$ cat src/rtl/lge_pkg.sv
// Shared types and codes for the life grid engine.
// Payload structs, action codes, result kinds and register indexes.
// No dependencies.
package lge_pkg;

   localparam logic [1:0] ACT_WRITE = 2'd0;
   localparam logic [1:0] ACT_STEP  = 2'd1;
   localparam logic [1:0] ACT_READ  = 2'd2;

   localparam logic KIND_READ = 1'b0;
   localparam logic KIND_STEP = 1'b1;

   localparam int CSR_ADDR_W = 4;
   localparam int CSR_DATA_W = 32;

   localparam logic [1:0] REG_GRID_WIDTH  = 2'd0;
   localparam logic [1:0] REG_GRID_HEIGHT = 2'd1;
   localparam logic [1:0] REG_WRAP_EDGES  = 2'd2;

   localparam logic [6:0] SIZE_RESET = 7'd64;
   localparam logic [6:0] SIZE_MIN   = 7'd3;

   typedef struct packed {
      logic [1:0] action;
      logic [5:0] column;
      logic [5:0] row;
      logic       cell_in;
   } req_payload_type;

   typedef struct packed {
      logic        result_kind;
      logic        cell_out;
      logic [15:0] generation;
   } rsp_payload_type;

endpackage

$ cat src/rtl/lge_ram.sv
// Generic simple dual-port RAM: one write port, one read port, registered read.
// Used for the row store of the life grid engine. No dependencies.
module lge_ram #(
   parameter int WIDTH = 64,
   parameter int DEPTH = 64
) (
   input  logic                     clock,
   input  logic                     wr_en,
   input  logic [$clog2(DEPTH)-1:0] wr_addr,
   input  logic [WIDTH-1:0]         wr_data,
   input  logic                     rd_en,
   input  logic [$clog2(DEPTH)-1:0] rd_addr,
   output logic [WIDTH-1:0]         rd_data
);

   logic [WIDTH-1:0] mem_ff [DEPTH];
   logic [WIDTH-1:0] rd_data_ff;

   always_ff @(posedge clock) begin
      if (wr_en) begin
         mem_ff[wr_addr] <= wr_data;
      end
      if (rd_en) begin
         rd_data_ff <= mem_ff[rd_addr];
      end
   end

   assign rd_data = rd_data_ff;

endmodule

$ cat src/rtl/life_grid_engine.sv
// Top level of the life grid engine: cell grid, generation sequencer, CSR port.
// Depends on lge_pkg and lge_ram.
//
//  channel | direction | handshake            | payload
//  req     | in        | req_valid/req_ready  | req_payload_type
//  rsp     | out       | rsp_valid/rsp_ready  | rsp_payload_type
//  csr     | in/out    | APB, pready tied 1   | 32-bit registers at 4*i
//
// The grid is stored one row per RAM word; a single neighbor counter visits one cell
// per cycle. A write fetches its row and writes it back with the new cell; a read
// fetches its row and passes the cell to the output register. A step fetches every row
// of the active area in turn through the single RAM read port.
// After reset a clearing pass writes MAX_HEIGHT rows, one per cycle, before req_ready.
// req_ready is high only when the sequencer is idle; a result waiting in the output
// register does not block it, but a second result holds the sequencer until it moves.
module life_grid_engine
   import lge_pkg::*;
#(
   parameter int MAX_WIDTH  = 64,
   parameter int MAX_HEIGHT = 64
) (
   input  logic                  clock,
   input  logic                  reset,
   input  logic                  req_valid,
   output logic                  req_ready,
   input  req_payload_type       req_data,
   output logic                  rsp_valid,
   input  logic                  rsp_ready,
   output rsp_payload_type       rsp_data,
   input  logic                  csr_psel,
   input  logic                  csr_penable,
   input  logic                  csr_pwrite,
   input  logic [CSR_ADDR_W-1:0] csr_paddr,
   input  logic [CSR_DATA_W-1:0] csr_pwdata,
   output logic [CSR_DATA_W-1:0] csr_prdata,
   output logic                  csr_pready
);

   localparam int CW = $clog2(MAX_WIDTH);
   localparam int RW = $clog2(MAX_HEIGHT);

   typedef enum logic [2:0] {
      ST_CLEAR, ST_IDLE, ST_FETCH, ST_CATCH, ST_CELL, ST_WRITE, ST_RESP
   } state_type;

   typedef enum logic [1:0] {
      LD_ITEM, LD_PREV, LD_CUR, LD_NXT
   } load_type;

   // Configuration registers.
   logic [6:0] grid_width_ff;
   logic [6:0] grid_height_ff;
   logic       wrap_edges_ff;
   logic       csr_wr;

   assign csr_pready = 1'b1;
   assign csr_wr     = csr_psel && csr_penable && csr_pwrite;

   always_ff @(posedge clock) begin
      if (reset) begin
         grid_width_ff  <= SIZE_RESET;
         grid_height_ff <= SIZE_RESET;
         wrap_edges_ff  <= 1'b0;
      end else if (csr_wr) begin
         case (csr_paddr[3:2])
            REG_GRID_WIDTH:  grid_width_ff  <= csr_pwdata[6:0];
            REG_GRID_HEIGHT: grid_height_ff <= csr_pwdata[6:0];
            REG_WRAP_EDGES:  wrap_edges_ff  <= csr_pwdata[0];
            default: ;
         endcase
      end
   end

   always_comb begin
      case (csr_paddr[3:2])
         REG_GRID_WIDTH:  csr_prdata = {25'b0, grid_width_ff};
         REG_GRID_HEIGHT: csr_prdata = {25'b0, grid_height_ff};
         REG_WRAP_EDGES:  csr_prdata = {31'b0, wrap_edges_ff};
         default:         csr_prdata = '0;
      endcase
   end

   // Last column and row index of the active area, after clamping the sizes.
   logic [CW-1:0] w_last;
   logic [RW-1:0] h_last;

   always_comb begin
      if (grid_width_ff < SIZE_MIN) begin
         w_last = CW'(2);
      end else if (32'(grid_width_ff) > 32'(MAX_WIDTH)) begin
         w_last = CW'(MAX_WIDTH - 1);
      end else begin
         w_last = CW'(grid_width_ff - 7'd1);
      end
      if (grid_height_ff < SIZE_MIN) begin
         h_last = RW'(2);
      end else if (32'(grid_height_ff) > 32'(MAX_HEIGHT)) begin
         h_last = RW'(MAX_HEIGHT - 1);
      end else begin
         h_last = RW'(grid_height_ff - 7'd1);
      end
   end

   // Sequencer state.
   state_type        state_ff;
   load_type         load_ff;
   logic [RW-1:0]    y_ff;
   logic [CW-1:0]    x_ff;
   logic [RW-1:0]    fetch_row_ff;
   logic [1:0]       req_action_ff;
   logic [CW-1:0]    req_col_ff;
   logic [RW-1:0]    req_row_ff;
   logic             req_cell_ff;
   logic [15:0]      gen_ff;
   rsp_payload_type  res_ff;
   rsp_payload_type  rsp_data_ff;
   logic             rsp_valid_ff;

   // Row window: rows y-1, y, y+1 as they were before this step, the new row y,
   // and the original row 0 for the wrapped bottom neighbor.
   logic [MAX_WIDTH-1:0] prev_ff;
   logic [MAX_WIDTH-1:0] cur_ff;
   logic [MAX_WIDTH-1:0] nxt_ff;
   logic [MAX_WIDTH-1:0] new_row_ff;
   logic [MAX_WIDTH-1:0] row0_ff;

   // RAM ports.
   logic                 ram_wr_en;
   logic [RW-1:0]        ram_wr_addr;
   logic [MAX_WIDTH-1:0] ram_wr_data;
   logic                 ram_rd_en;
   logic [MAX_WIDTH-1:0] ram_rd_data;

   lge_ram #(
      .WIDTH (MAX_WIDTH),
      .DEPTH (MAX_HEIGHT)
   ) u_rows (
      .clock   (clock),
      .wr_en   (ram_wr_en),
      .wr_addr (ram_wr_addr),
      .wr_data (ram_wr_data),
      .rd_en   (ram_rd_en),
      .rd_addr (fetch_row_ff),
      .rd_data (ram_rd_data)
   );

   logic item_write;
   assign item_write = (state_ff == ST_CATCH) && (load_ff == LD_ITEM) &&
                       (req_action_ff == ACT_WRITE);

   always_comb begin
      ram_rd_en   = (state_ff == ST_FETCH);
      ram_wr_en   = 1'b0;
      ram_wr_addr = y_ff;
      ram_wr_data = new_row_ff;
      if (state_ff == ST_CLEAR) begin
         ram_wr_en   = 1'b1;
         ram_wr_data = '0;
      end else if (item_write) begin
         ram_wr_en               = 1'b1;
         ram_wr_addr             = req_row_ff;
         ram_wr_data             = ram_rd_data;
         ram_wr_data[req_col_ff] = req_cell_ff;
      end else if (state_ff == ST_WRITE) begin
         ram_wr_en = 1'b1;
      end
   end

   // Shared neighbor counter for the cell at column x_ff.
   logic          left_ok;
   logic          right_ok;
   logic [CW-1:0] lx;
   logic [CW-1:0] rx;
   logic [7:0]    nbrs;
   logic [3:0]    n_count;
   logic [3:0]    n_total;
   logic          new_bit;

   always_comb begin
      left_ok  = (x_ff != '0) || wrap_edges_ff;
      right_ok = (x_ff != w_last) || wrap_edges_ff;
      lx       = (x_ff == '0) ? w_last : x_ff - CW'(1);
      rx       = (x_ff == w_last) ? '0 : x_ff + CW'(1);
      nbrs     = {left_ok & prev_ff[lx], prev_ff[x_ff], right_ok & prev_ff[rx],
                  left_ok & cur_ff[lx],                 right_ok & cur_ff[rx],
                  left_ok & nxt_ff[lx],  nxt_ff[x_ff],  right_ok & nxt_ff[rx]};
      n_count  = 4'($countones(nbrs));
      n_total  = n_count + {3'b0, cur_ff[x_ff]};
      new_bit  = (n_count <= 4'd3) && (n_total >= 4'd3);
   end

   logic req_inside;
   assign req_inside = (32'(req_data.column) <= 32'(w_last)) &&
                       (32'(req_data.row) <= 32'(h_last));

   logic [15:0] gen_next;
   assign gen_next = (gen_ff == 16'hFFFF) ? gen_ff : gen_ff + 16'd1;

   // The output register takes a new result when it is empty or being emptied.
   logic rsp_load;
   assign rsp_load = (state_ff == ST_RESP) && (!rsp_valid_ff || rsp_ready);

   always_ff @(posedge clock) begin
      if (reset) begin
         state_ff     <= ST_CLEAR;
         y_ff         <= '0;
         x_ff         <= '0;
         gen_ff       <= '0;
         rsp_valid_ff <= 1'b0;
         load_ff      <= LD_ITEM;
      end else begin
         if (rsp_load) begin
            rsp_data_ff  <= res_ff;
            rsp_valid_ff <= 1'b1;
         end else if (rsp_valid_ff && rsp_ready) begin
            rsp_valid_ff <= 1'b0;
         end
         case (state_ff)
            ST_CLEAR: begin
               if (y_ff == RW'(MAX_HEIGHT - 1)) begin
                  y_ff     <= '0;
                  state_ff <= ST_IDLE;
               end else begin
                  y_ff <= y_ff + RW'(1);
               end
            end
            ST_IDLE: begin
               if (req_valid) begin
                  req_action_ff <= req_data.action;
                  req_col_ff    <= CW'(req_data.column);
                  req_row_ff    <= RW'(req_data.row);
                  req_cell_ff   <= req_data.cell_in;
                  x_ff          <= '0;
                  y_ff          <= '0;
                  case (req_data.action)
                     ACT_WRITE: begin
                        fetch_row_ff <= RW'(req_data.row);
                        load_ff      <= LD_ITEM;
                        if (req_inside) begin
                           state_ff <= ST_FETCH;
                        end
                     end
                     ACT_READ: begin
                        fetch_row_ff <= RW'(req_data.row);
                        load_ff      <= LD_ITEM;
                        if (req_inside) begin
                           state_ff <= ST_FETCH;
                        end else begin
                           res_ff   <= '{result_kind: KIND_READ, cell_out: 1'b0,
                                         generation: gen_ff};
                           state_ff <= ST_RESP;
                        end
                     end
                     ACT_STEP: begin
                        state_ff <= ST_FETCH;
                        if (wrap_edges_ff) begin
                           fetch_row_ff <= h_last;
                           load_ff      <= LD_PREV;
                        end else begin
                           prev_ff      <= '0;
                           fetch_row_ff <= '0;
                           load_ff      <= LD_CUR;
                        end
                     end
                     default: ;
                  endcase
               end
            end
            ST_FETCH: begin
               state_ff <= ST_CATCH;
            end
            ST_CATCH: begin
               case (load_ff)
                  LD_ITEM: begin
                     if (req_action_ff == ACT_READ) begin
                        res_ff   <= '{result_kind: KIND_READ,
                                      cell_out: ram_rd_data[req_col_ff],
                                      generation: gen_ff};
                        state_ff <= ST_RESP;
                     end else begin
                        state_ff <= ST_IDLE;
                     end
                  end
                  LD_PREV: begin
                     prev_ff      <= ram_rd_data;
                     fetch_row_ff <= '0;
                     load_ff      <= LD_CUR;
                     state_ff     <= ST_FETCH;
                  end
                  LD_CUR: begin
                     cur_ff       <= ram_rd_data;
                     new_row_ff   <= ram_rd_data;
                     row0_ff      <= ram_rd_data;
                     fetch_row_ff <= RW'(1);
                     load_ff      <= LD_NXT;
                     state_ff     <= ST_FETCH;
                  end
                  default: begin
                     nxt_ff   <= ram_rd_data;
                     x_ff     <= '0;
                     state_ff <= ST_CELL;
                  end
               endcase
            end
            ST_CELL: begin
               new_row_ff[x_ff] <= new_bit;
               if (x_ff == w_last) begin
                  state_ff <= ST_WRITE;
               end else begin
                  x_ff <= x_ff + CW'(1);
               end
            end
            ST_WRITE: begin
               if (y_ff == h_last) begin
                  gen_ff   <= gen_next;
                  res_ff   <= '{result_kind: KIND_STEP, cell_out: 1'b0,
                                generation: gen_next};
                  state_ff <= ST_RESP;
               end else begin
                  // Slide the window down by one row; cells beyond the active
                  // columns keep their stored value through new_row_ff.
                  prev_ff    <= cur_ff;
                  cur_ff     <= nxt_ff;
                  new_row_ff <= nxt_ff;
                  y_ff       <= y_ff + RW'(1);
                  x_ff       <= '0;
                  if (y_ff + RW'(1) == h_last) begin
                     nxt_ff   <= wrap_edges_ff ? row0_ff : '0;
                     state_ff <= ST_CELL;
                  end else begin
                     fetch_row_ff <= y_ff + RW'(2);
                     load_ff      <= LD_NXT;
                     state_ff     <= ST_FETCH;
                  end
               end
            end
            ST_RESP: begin
               if (rsp_load) begin
                  state_ff <= ST_IDLE;
               end
            end
            default: begin
               state_ff <= ST_IDLE;
            end
         endcase
      end
   end

   assign req_ready = (state_ff == ST_IDLE);
   assign rsp_valid = rsp_valid_ff;
   assign rsp_data  = rsp_data_ff;

   // The generation count never moves backward.
   a_gen_monotonic: assert property (@(posedge clock) disable iff (reset)
      !$past(reset) |-> gen_ff >= $past(gen_ff))
      else $error("generation count decreased");

   // The row store is written only by the clearing pass, an item write or a row write.
   a_ram_write_src: assert property (@(posedge clock) disable iff (reset)
      ram_wr_en |-> (state_ff == ST_CLEAR || item_write || state_ff == ST_WRITE))
      else $error("unexpected row store write");

   // The cell counter stays inside the active columns.
   a_cell_in_range: assert property (@(posedge clock) disable iff (reset)
      (state_ff == ST_CELL) |-> (x_ff <= w_last))
      else $error("cell column beyond active area");

   // A step row write always targets an active row.
   a_row_in_range: assert property (@(posedge clock) disable iff (reset)
      (state_ff == ST_WRITE) |-> (y_ff <= h_last))
      else $error("row write beyond active area");

endmodule

$ cat config.mk
export PLATFORM = sky130hd
export DESIGN_NAME = life_grid_engine
export DESIGN_NICKNAME = d
export VERILOG_FILES = /design/src/rtl/lge_pkg.sv /design/src/rtl/lge_ram.sv /design/src/rtl/life_grid_engine.sv
export SDC_FILE = /design/constraint.sdc
export NUM_CORES = 2
export LEC_CHECK = 0
export ABC_AREA = 0
export BUFFER_PORTS_ARGS = -buffer_cell sky130_fd_sc_hd__buf_2
export CAP_MARGIN = 10
export CELL_PAD_IN_SITES_DETAIL_PLACEMENT = 0
export CELL_PAD_IN_SITES_GLOBAL_PLACEMENT = 1
export CORE_MARGIN = 2
export CORE_UTILIZATION = 27
export DETAILED_ROUTE_END_ITERATION = 16
export PLACE_DENSITY = 0.45
export SLEW_MARGIN = 5
export SYNTH_ARGS = -nofsm -noshare
export SYNTH_HDL_FRONTEND = slang
export SYNTH_HIERARCHICAL = 1
export SYNTH_SLANG_ARGS = --single-unit
$ cat constraint.sdc
create_clock -name clock -period 9.75 [get_ports clock]
set_input_delay 0.4875 -clock clock [delete_from_list [all_inputs] [get_ports clock]]
set_output_delay 0.4875 -clock clock [all_outputs]
set_load 0.05 [all_outputs]
==> results.sh <==
export IMPL_die_area_um2=691000
export IMPL_clk_pin_slew_ns=0.06
export IMPL_root_buffer="clkbuf_16"
export IMPL_detail_route_wl_per_cell_um=33.9
export IMPL_yosys_area_top_type="edfxtp_1"
export IMPL_setup_violations=0
export IMPL_pin_count=111
export IMPL_period_share_pct=83.2
export IMPL_worstPathArrival_ns=8.81
export IMPL_cts_resized=0
export IMPL_initial_core_util_pct=27.1
export IMPL_drt_pre_antenna_iters=6
export IMPL_grt_max_degree=112
export IMPL_worstMarginPinSlew_ns=1.25
export IMPL_max_vdd_ir_drop_v=0.000190
export IMPL_relSlewSlack_pct=16.4
export IMPL_grt_pass1_wl_um=903000
export IMPL_syn_cell_area_um2=185000
export IMPL_synth_cells=9849
export IMPL_criticalPathCategory="reg2reg"
export IMPL_syn_area_per_cell_um2=18.8
export IMPL_gp_congestion=0.838
export IMPL_port_buffers=57
export IMPL_path_cells="inv_1 -> nand3_2 -> buf_4 -> o22ai_1 -> nor3_1 -> o22ai_1 -> nor3_1 -> nand2_1 -> fa_1 -> fa_1 -> fa_1 -> inv_1 -> ha_1 -> fa_1 -> and3_1 -> o21ai_4 -> buf_4 -> mux2i_1 -> nand2_1 -> a31oi_1"
export IMPL_hold_slack_ns=0.132
export IMPL_synth_top_area_share_pct=73.7
export IMPL_clk_latency_ns=1.06
export IMPL_grt_pass1_vias=104507
export IMPL_drt_wl_total_um=664000
export IMPL_outcome="completed"
export IMPL_tns_ns=0
export IMPL_cpMostUsedCell="fa_1"
export IMPL_finClkSkew_ns=0.0583
export IMPL_drc=0
export IMPL_synth_commonest_cells="4537 x edfxtp_1, 1061 x mux4_2, 937 x nand2_1, 386 x nor2_1, 383 x clkbuf_1"
export IMPL_p_leak_uw=0.0668
export IMPL_reg2reg_depth=20
export IMPL_first_iter_violations=11195
export IMPL_critPathMaxStageDelay_ns=0.94
export IMPL_cp_end_kind="register"
export IMPL_cap_viol_max_count=0
export IMPL_required_ns=10.45
export IMPL_die_h_um=831
export IMPL_antenna_found_initial=43
export IMPL_num_nets_final=10289
export IMPL_yosysMostFrequentCell="edfxtp_1"
export IMPL_htreeDepth=6
export IMPL_worstHoldPathType="in2reg"
export IMPL_ant_nets=0
export IMPL_synth_warning_count=6
export IMPL_rsz0062_at_grt="false"
export IMPL_core_um2=681000
export IMPL_yosysSeqAreaShare_pct=74.3
export IMPL_powerDensity_nw_per_um2=229
export IMPL_synthTopCellsByArea="edfxtp_1 74%, mux4_2 13%, nand2_1 1.9%, mux2i_1 1.1%, nand3_1 0.82%"
export IMPL_area_delta_synth_final_pct=16.4
export IMPL_crit_path_start_kind="register"
export IMPL_synth_ff_type="edfxtp_1"
export IMPL_synth_edf_count=4537
export IMPL_gr_total_overflow=0
export IMPL_cp_slowest_cell="dfxtp_1"
export IMPL_num_vias=102418
export IMPL_clock_sink_count=4586
export IMPL_hold_depth=3
export IMPL_cts_buffer_depth=4
export IMPL_row_count=303
export IMPL_synth_seq_cells=4586
export IMPL_period_minus_slack_ns=8.11
export IMPL_die_width_um=831
export IMPL_hpwl_um=380000
export IMPL_numCtsBuffers=531
export IMPL_maxSlewViolCount=0
export IMPL_ys_types=89
export IMPL_layout_drive_gt1_share_pct=22.9
export IMPL_synthArstFlopShare_pct=0
export IMPL_hold_viol_final=0
export IMPL_grt_total_usage_pct=18.7
export IMPL_tritoncts="done"
export IMPL_crit_path_max_fanout=26
export IMPL_timing_fmax_ghz=0.123
export IMPL_viasPerCell=5.22
-- final timing paths --
| check | start | end | slack (ns) |
|---|---|---|---|
| hold / removal | reset | gen_ff[9]$_SDFFE_PP0P_ | 0.13 |
| setup reg to reg | x_ff[2]$_SDFFE_PP0P_ | new_row_ff[31]$_DFFE_PP_ | 1.64 |
| hold reg to reg | res_ff[2]$_DFFE_PP_ | rsp_data[2]$_DFFE_PP_ | 0.42 |
| setup / recovery | x_ff[2]$_SDFFE_PP0P_ | new_row_ff[31]$_DFFE_PP_ | 1.64 |
-- metal layers --
layer | routed length (um) | GRT usage [%] | vias to the layer above | share of wire, %
met5 | 13 | 0 | - | 0.0020
met4 | 16300 | 4.38 | 2 | 2.5
met3 | 38100 | 2.63 | 804 | 5.7
met2 | 314000 | 30.5 | 3689 | 47
met1 | 295000 | 26.5 | 56742 | 44
li1 | - | - | 41181 | -
-- cells in the final DEF, fill, tap and decap left out, types with 143 or more instances in the layout --
master	count
mux2i_1	197
a22oi_1	157
nand2_1	932
a31oi_1	143
mux4_2	1061
buf_4	351
clkbuf_16	537
nor2_1	321
nand3_1	294
edfxtp_1	4537
o22ai_1	148
-- critical path: cells and delay by family, from the launching register on --
family / cells / cell delay, ns
mux: 1 / 0.13
compound gates: 4 / 1.02
simple gates: 6 / 2.13
flops: 1 / 0.94
buf+inv: 4 / 1.35
fa+ha+maj: 5 / 2.13
-- state kept, by name, summed over array words and instances (netlist names), 3 cells and up --
register / flops
u_rows/mem_ff: 4096
cur_ff: 64
new_row_ff: 64
nxt_ff: 64
prev_ff: 64
row0_ff: 64
u_rows/rd_data: 64
res_ff: 18
rsp_data: 18
gen_ff: 16
grid_height_ff: 7
grid_width_ff: 7
fetch_row_ff: 6
req_col_ff: 6
req_row_ff: 6
x_ff: 6
y_ff: 6
state_ff: 3
-- area by class of cell --
type / instances / area [um2]
Fill cell: 65415 / 466000
Sequential cell: 4586 / 137000
Multi-Input combinational cell: 4562 / 46100
Clock buffer: 672 / 14000
Tap cell: 8997 / 11300
Timing Repair Buffer: 471 / 3960
Clock inverter: 262 / 2400
Inverter: 43 / 164
Antenna cell: 15 / 37.5
-- stage by stage --
stage	area, um2	std cells	total power [uW]	util (%)	setup slack, ns
2_1_floorplan	185000	9873	27900	-	0.821
3_3_place_gp	198000	18630	30700	29.1	1.73
3_5_place_dp	198000	18634	30900	29.1	1.80
4_1_cts	215000	19593	49900	31.6	1.70
5_1_grt	215000	19596	51000	31.6	1.17
6_report	215000	19608	49300	31.6	1.64
-- cell families (layout without fill, tap and decap cells) --
| logic type | after synthesis | in the layout | synth area share, % |
|---|---|---|---|
| flops | 4586 | 4586 | 74.3 |
| simple gates | 2016 | 2016 | 4.86 |
| mux | 1267 | 1267 | 14.1 |
| compound gates | 1169 | 1169 | 4.46 |
| buf+inv | 725 | 1448 | 1.85 |
| xor+xnor | 48 | 48 | 0.228 |
| fa+ha+maj | 36 | 36 | 0.260 |
| other cells | 2 | 41 | 0.00407 |
-- power breakdown --
group	switching, uW	internal, uW	total [uW]
sequential	290	23700	24000
combinational	4710	1650	6360
clock	8250	10700	18900
-- what timing repair did --
action	4_1_cts	5_1_grt
setup buffers	0	0
hold buffers	25	0
endpoints found under the hold margin	39	0
Note: power is estimated with default switching activity, not from simulation.
